File: config.mk
export PLATFORM = sky130hd
export DESIGN_NAME = hrv_front
export DESIGN_NICKNAME = d
export VERILOG_FILES = /design/src/rtl/core/hrv_pkg.sv /design/src/rtl/core/hrv_front.sv
export SDC_FILE = /design/constraint.sdc
export NUM_CORES = 1
export LEC_CHECK = 0
export BUFFER_PORTS_ARGS = -buffer_cell sky130_fd_sc_hd__buf_2
export CORE_MARGIN = 2
export CORE_UTILIZATION = 55
export CTS_BUF_LIST = sky130_fd_sc_hd__clkbuf_16
export DETAILED_ROUTE_END_ITERATION = 7
export PLACE_DENSITY = 0.87
export SYNTH_ARGS = -nofsm -noshare
export SYNTH_HDL_FRONTEND = slang
export SYNTH_SLANG_ARGS = --single-unit
File: constraint.sdc
create_clock -name clock -period 4.1 [get_ports clock]
set_clock_uncertainty 0.15 [all_clocks]
set_input_delay 0 -clock clock [delete_from_list [all_inputs] [get_ports clock]]
set_output_delay 0 -clock clock [all_outputs]
set_load 0.005 [all_outputs]
File: src/rtl/core/hrv_pkg.sv
// Shared types, constants and codes for the HRV time-domain statistics block.
// Used by hrv_front, hrv_back and hrv_time_domain_stats; depends on nothing.
package hrv_pkg;

   localparam int POSITION_WIDTH = 24;
   localparam int COUNT_WIDTH    = 16;
   localparam int SUM_WIDTH      = 40;
   localparam int SQ_WIDTH       = 64;
   localparam int OUT_WIDTH      = 24;
   localparam int RATE_WIDTH     = 12;
   localparam int THR_WIDTH      = 10;
   localparam int PNN_WIDTH      = 15;

   localparam int PROD_WIDTH = SQ_WIDTH + COUNT_WIDTH;
   localparam int MUL_STEPS  = SUM_WIDTH;
   localparam int DEN_WIDTH  = 2 * COUNT_WIDTH + 2 * RATE_WIDTH;
   localparam int NUM_WIDTH  = PROD_WIDTH + 32;
   localparam int QUO_WIDTH  = 2 * OUT_WIDTH;
   localparam int STEP_WIDTH = $clog2(NUM_WIDTH);

   localparam logic [COUNT_WIDTH-1:0] COUNT_MAX = '1;
   localparam logic [OUT_WIDTH-1:0]   OUT_MAX   = '1;
   localparam logic [PNN_WIDTH-1:0]   PNN_MAX   = 15'd25600;
   localparam logic [RATE_WIDTH-1:0]  RATE_RESET = 12'd360;
   localparam logic [THR_WIDTH-1:0]   THR_RESET  = 10'd50;

   localparam int CSR_INDEX_WIDTH = 2;
   localparam logic [CSR_INDEX_WIDTH-1:0] CSR_SAMPLE_RATE = 2'd0;
   localparam logic [CSR_INDEX_WIDTH-1:0] CSR_THRESHOLD   = 2'd1;

   typedef struct packed {
      logic [POSITION_WIDTH-1:0] peak_position;
      logic                      last;
   } req_type;

   typedef struct packed {
      logic [OUT_WIDTH-1:0]   mean_rr;
      logic [OUT_WIDTH-1:0]   sdnn;
      logic [OUT_WIDTH-1:0]   rmssd;
      logic [COUNT_WIDTH-1:0] nn50;
      logic [PNN_WIDTH-1:0]   pnn50;
      logic                   valid_res;
   } rsp_type;

   typedef struct packed {
      logic    valid;
      req_type item;
   } queue_type;

   typedef struct packed {
      logic [RATE_WIDTH-1:0] fs;
      logic [THR_WIDTH-1:0]  threshold_ms;
   } cfg_type;

   typedef enum logic [3:0] {
      B_IDLE, B_ACC, B_PREP1, B_PREP2, B_PREP3, B_MUL1, B_MUL2, B_VAR,
      B_DIV_LOAD, B_DIV, B_DIV_DONE, B_SQRT, B_OUT
   } back_state_type;

   typedef enum logic [1:0] {J_MEAN, J_SDNN, J_RMSSD, J_PNN} job_type;

endpackage

File: src/rtl/core/hrv_front.sv
// Front end of the HRV statistics block: accepts peak items into a two-entry queue.
// Depends on hrv_pkg for the item and queue types.
module hrv_front import hrv_pkg::*; (
   input  logic      clock,
   input  logic      reset,
   input  logic      req_valid,
   output logic      req_ready,
   input  req_type   req_data,
   output queue_type q_out,
   input  logic      q_pop
);

   req_type    mem_ff [2];
   logic       wr_ptr_ff;
   logic       rd_ptr_ff;
   logic [1:0] count_ff;
   logic [1:0] count_in;
   logic       push;
   logic       pop;

   assign req_ready   = (count_ff != 2'd2);
   assign push        = req_valid && req_ready;
   assign pop         = q_pop && (count_ff != 2'd0);
   assign q_out.valid = (count_ff != 2'd0);
   assign q_out.item  = mem_ff[rd_ptr_ff];

   always_comb begin
      count_in = count_ff;
      if (push && !pop) begin
         count_in = count_ff + 2'd1;
      end else if (pop && !push) begin
         count_in = count_ff - 2'd1;
      end
   end

   always_ff @(posedge clock) begin
      if (reset) begin
         wr_ptr_ff <= 1'b0;
         rd_ptr_ff <= 1'b0;
         count_ff  <= 2'd0;
      end else begin
         count_ff <= count_in;
         if (push) begin
            wr_ptr_ff <= !wr_ptr_ff;
         end
         if (pop) begin
            rd_ptr_ff <= !rd_ptr_ff;
         end
      end
   end

   always_ff @(posedge clock) begin
      if (push) begin
         mem_ff[wr_ptr_ff] <= req_data;
      end
   end

endmodule

; ---- Word level (Yosys, flattened, before mapping)
; Memory sizes are Yosys's and may differ from the RTL's. A register that Yosys moved wholly into a read port is not among the register bits.
; Cells that the tools add are included.
; W data, S select, Z words.
[word_totals]
input_bits = 29
n_memories = 1
ram_bits = 50
regBits = 4
output_inout_bits = 27
[op_classes]
n_reduce_logical = 10
mux = 6
addsub = 2
eq_ne = 1
[memory_table]
columns = memory, depth, word_bits, rd, rd_clocked_by_memory_dff, write_ports, line
row1 = mem_ff, 2, 25, 1, 1, 1, hrv_front.sv:13  ; req_type mem_ff [2];
[op_table]
columns = operator, n
row1 = $logic_and A1 B1 Y1, 4
row2 = $logic_not A1 Y1, 4
row3 = $mux W1, 4
row4 = $mux W2, 2
row5 = $reduce_bool A2 Y1, 2
row6 = $add A2 B1 Y2 const B, 1
row7 = $ne A2 B2 Y1 const B, 1
row8 = $sub A2 B1 Y2 const B, 1

; ---- Longest topological paths before layout
[depth]
ltp_word = 6
mapped_depth = 6

; ---- Worst setup path before layout
; OpenSTA, ideal clock, no wires.
[synth_timing]
path_type = reg2reg
start = reg count_ff[0]
end = mem mem_ff[1][0] (netlist name) (enable)
arrival_time_ns = 1.268
path_stages_with_launch = 3
required_ns = 3.566
path_buffers = 0
slack_ns = 2.297
path_cell_list = dfxtp_1 nand2b_1 and3_1
[synth_between]
elab_chain_len = 4
[synth_rtl]
columns = element, line
row1 = start: declaration, hrv_front.sv:16  ; logic [1:0] count_ff;
row2 = start signal: assignment, hrv_front.sv:42  ; count_ff <= count_in;
row3 = $ne A2 B2 Y1, hrv_front.sv:21  ; assign req_ready = (count_ff != 2'd2);
row4 = via req_ready, hrv_front.sv:7  ; output logic req_ready,
row5 = $logic_and A1 B1 Y1, hrv_front.sv:22  ; assign push = req_valid && req_ready;
row6 = $mux W1, hrv_front.sv:53  ; if (push) begin
row7 = $mux W1 (implied by the code), hrv_front.sv:54  ; mem_ff[wr_ptr_ff] <= req_data;
row8 = end: declaration, hrv_front.sv:13
; The timed path passes the listed nets, and every way through them passes these cells.

; ---- Worst setup path after layout
[layout_timing]
start = reg count_ff[0]
end = mem mem_ff[1][3] (netlist name) (enable)
[layout_between]
elab_chain_len = 4
[layout_rtl]
columns = element, line
row1 = $ne A2 B2 Y1, hrv_front.sv:21
row2 = $logic_and A1 B1 Y1, hrv_front.sv:22
row3 = $mux W1, hrv_front.sv:53
row4 = $mux W1 (implied by the code), hrv_front.sv:54
; Every way passes these cells.

==> impl_summary.txt <==
----------------------------------------------------
[Timing]
  Total negative setup slack ... 0 ns
  Final critical-path share of the clock period ... 0.5244
  Slew headroom ... 0.2469
  Max-slew violation count ... 0
  Final critical delay including setup and external delays ... 2.150 ns
  Achievable clock frequency ... 465.1 MHz
  Number of hold-slack violations in the final timing report ... 0
  Worst-Margin Slew ... 1.130 ns
  Crit path setup slack, layout ... around 1.9 ns
  WHS ... about 0.031 ns
  Final setup violation count ... 0
  RSZ-0062 raised after global routing ... false

[Place]
  Post-detail-place hpwl ... 2276 um
  Placer's final routability congestion estimate ... 0.6307
  Pre-CTS setup slack ... about 2.0 ns
  Port Buf Inserts ... 55

[Detailed routing]
  Remaining routing DRC violations ... 0
  Number of vias in the routed layout ... 1180
  Number of nets with antenna violations after routing ... 0
  Initial DRC Count ... 29
  DR vias/cell ... between 4 and 5
  Detailed-routing iteration count for the pre-antenna-repair pass ... 4
  WL/cell ... 16.11 um
  Drt total wl ... 3819 um

[Worst setup path]
  Startpoint of the most critical setup path ... count_ff[0]$_SDFFE_PP0P_
  Worst r2r dst ... mem_ff[1][3]$_DFFE_PP_
  Cell depth of the worst flop-to-flop path ... 2
  Minimum setup slack among reg-to-reg paths ... slightly below 2 ns
  Arrival time at the worst endpoint ... approximately 1.9 ns
  Crit. path cell count ... 2
  Max FO, Critical Path ... 25
  Critical-path cell list ... nand2b_1 > and3_1
  R2r startpoint ... count_ff[0]$_SDFFE_PP0P_
  Startpoint type of the worst setup path ... flop
  Master of the slowest instance on the critical path ... sky130_fd_sc_hd__and3_1
  Peak per-stage delay on the critical path ... 0.95 ns
  Worst setup EP type ... flop
  Critical path class ... flop to flop
  Kind of cell adding the most delay to the critical path ... simple AND/OR/NAND/NOR gates
  Worst endpoint required time ... roughly 3.9 ns
  Buffers & Inverters on Critical Path ... 0
  Critical Path Sink ... mem_ff[1][3]$_DFFE_PP_

[Run status]
  Run status ... finished clean

[Power]
  Switching power share of the total ... 0.2446
  Int Power ... 1.190 mW
  Cell area power density ... 566.7 nW/um2
  Final Power ... about 1.6 mW
  Leakage ... 1.074 nW
  Part of the total power dissipated in the clock network ... 0.295
  Fraction of power consumed by combinational cells ... 0.221
  Worst vdd ir ... about 370 uV
  Flop pwr share ... 0.485
  Switch Pwr ... 0.3854 mW

[Clocking]
  TritonCTS clock tree ... yes
  Postcts setup bufs ... 0
  CTS clock-pin slew for the worst setup and hold paths ... 0.06 ns
  Clock root buffer master ... sky130_fd_sc_hd__clkbuf_16
  Later-pin clock latency in the skew report ... between 0.2 and 0.3 ns
  Clock buffer depth ... 2
  Clock buffers created by TritonCTS ... 5
  Cts-stage hold buffer count ... 27
  Number of clock sinks seen by CTS ... 55
  Count of cells resized by post-cts repair ... 0
  Number of H-tree levels ... 2

[Die]
  Number of rows in the core area ... 22
  Vertical extent of the die ... between 60 and 70 um
  Initial Utilization ... 0.5618
  Floorplan Core Area ... 3606 um2
  Full die area ... 4185 um2
  # IOs ... 56
  Die boundary width ... ~65 um

[Synthesis]
  Synthesized cell area ... 2026 um2
  Register area share after synthesis ... 0.7906
  Synth Instances ... between 100 and 150
  Average cell area after synthesis ... 19.86 um2
  Synth warn ... 0
  Number of distinct library cells after synthesis ... 18
  Net count of the mapped netlist ... about 130
  FF+latch count, synth ... 55

[Final layout]
  Most used cells in the layout excluding fill and tap cells ... sky130_fd_sc_hd__buf_2, sky130_fd_sc_hd__edfxtp_1, sky130_fd_sc_hd__dlygate4sd3_1
  Proportion of layout cells with a drive suffix above 1 ... 0.4762
  Area growth from synthesis to layout ... 37.25%
  Antenna diode count ... 0
  Total number of nets in the final design ... roughly 220
  Final standard cell utilization of the core ... 0.7710
  Commonest non-fill, non-tap cell in the layout ... sky130_fd_sc_hd__buf_2

[Global routing]
  Via count of the first global-routing pass ... 1206
  Pin count of the biggest net entering global routing ... 26
  Global-route congestion overflow total ... 0
  Initial antenna violation count ... 0
  Global-route usage over all layers ... 0.1944
  Wire length of the first global-routing pass ... ~5600 um

[Flow run]
  Max-cap violation count ... 0

[Worst hold path]
  Worst Hold Class ... input port to flop

----------------------------------------------------
## worst min-delay path: stages
cell and delay (ns):
sky130_fd_sc_hd__buf_2 0.09, sky130_fd_sc_hd__o21ai_0 0.14, sky130_fd_sc_hd__xor2_1 0.12, sky130_fd_sc_hd__nor2_1 0.08
## cell usage after synthesis
cell type / n / area share
sky130_fd_sc_hd__a21bo_2: 1 / 0.0049
sky130_fd_sc_hd__a21oi_1: 2 / 0.0049
sky130_fd_sc_hd__and2_1: 1 / 0.0031
sky130_fd_sc_hd__and3_1: 1 / 0.0031
sky130_fd_sc_hd__buf_2: 1 / 0.0025
sky130_fd_sc_hd__buf_4: 2 / 0.0074
sky130_fd_sc_hd__dfxtp_1: 5 / 0.049
sky130_fd_sc_hd__edfxtp_1: 50 / 0.74
sky130_fd_sc_hd__ha_1: 1 / 0.0062
sky130_fd_sc_hd__inv_1: 1 / 0.0019
sky130_fd_sc_hd__mux2_2: 25 / 0.14
sky130_fd_sc_hd__nand2b_1: 1 / 0.0031
sky130_fd_sc_hd__nand3b_1: 1 / 0.0037
sky130_fd_sc_hd__nor2_1: 3 / 0.0056
sky130_fd_sc_hd__o21ai_0: 2 / 0.0049
sky130_fd_sc_hd__or2_2: 1 / 0.0031
sky130_fd_sc_hd__or3_1: 1 / 0.0031
sky130_fd_sc_hd__xor2_1: 3 / 0.013
## worst min path at each step
stage | startpoint | end | slack (ns) | depth (start not counted)
CTS | q_pop | rd_ptr_ff$_SDFFE_PP0P_ | 0.04 | 4
global route | q_pop | flop | 0.08 | 4
floorplan | reset | count_ff[1]$_SDFFE_PP0P_ | -0.08 | 1
global placement | req_data[9] | mem_ff[1][9]$_DFFE_PP_ | 0.04 | 1
detailed placement | req_data[22] | mem_ff[1][22]$_DFFE_PP_ | 0.04 | 1
finish | q_pop | rd_ptr_ff$_SDFFE_PP0P_ | 0.03 | 4
## flip-flops by register name, indices dropped and copies added, names as in the netlist, named ones only
register and count:
wr_ptr_ff 1, mem_ff 50, rd_ptr_ff 1, count_ff 2
## kinds of logic (layout without fill, tap and decap cells)
logic type	after synthesis	after routing	synth area share
xor+xnor	3	3	0.01297
flops	55	55	0.7906
fa+ha+maj	1	1	0.006176
simple gates	9	9	0.02472
buf+inv	4	91	0.01173
compound gates	5	5	0.01482
mux	25	25	0.1390
## power by group through the flow
stage,combinational (mW),sequential [mW],clock (mW)
floorplan,0.227,0.733,0
global placement,0.306,0.768,0
detailed placement,0.326,0.776,0
CTS,0.350,0.764,0.467
global route,0.379,0.775,0.489
finish,0.348,0.764,0.464
## through the flow
stage	cell area [um2]	instances
global placement	2341	202
CTS	2780	237
global route	2780	237
finish	2780	237
floorplan	2026	102
detailed placement	2341	202
## layout make-up
class / count / area (um2)
Clock buffer: 5 / 125.1
Clock inverter: 3 / 43.79
Fill cell: 216 / 825.8
Inverter: 1 / 3.754
Multi-Input combinational cell: 43 / 400.4
Sequential cell: 55 / 1602
Tap cell: 48 / 60.06
Timing Repair Buffer: 82 / 545.5
## metal layers
| layer | vias to the layer above | GRT usage | routed length [um] |
|---|---|---|---|
| li1 | 560 | - | - |
| met1 | 570 | 0.1998 | 1429 |
| met2 | 44 | 0.3698 | 2140 |
| met3 | 6 | 0.05035 | 182 |
| met4 | 0 | 0.08245 | 68 |
| met5 | - | 0 | 0 |
Power figures use the tool's default switching activity.
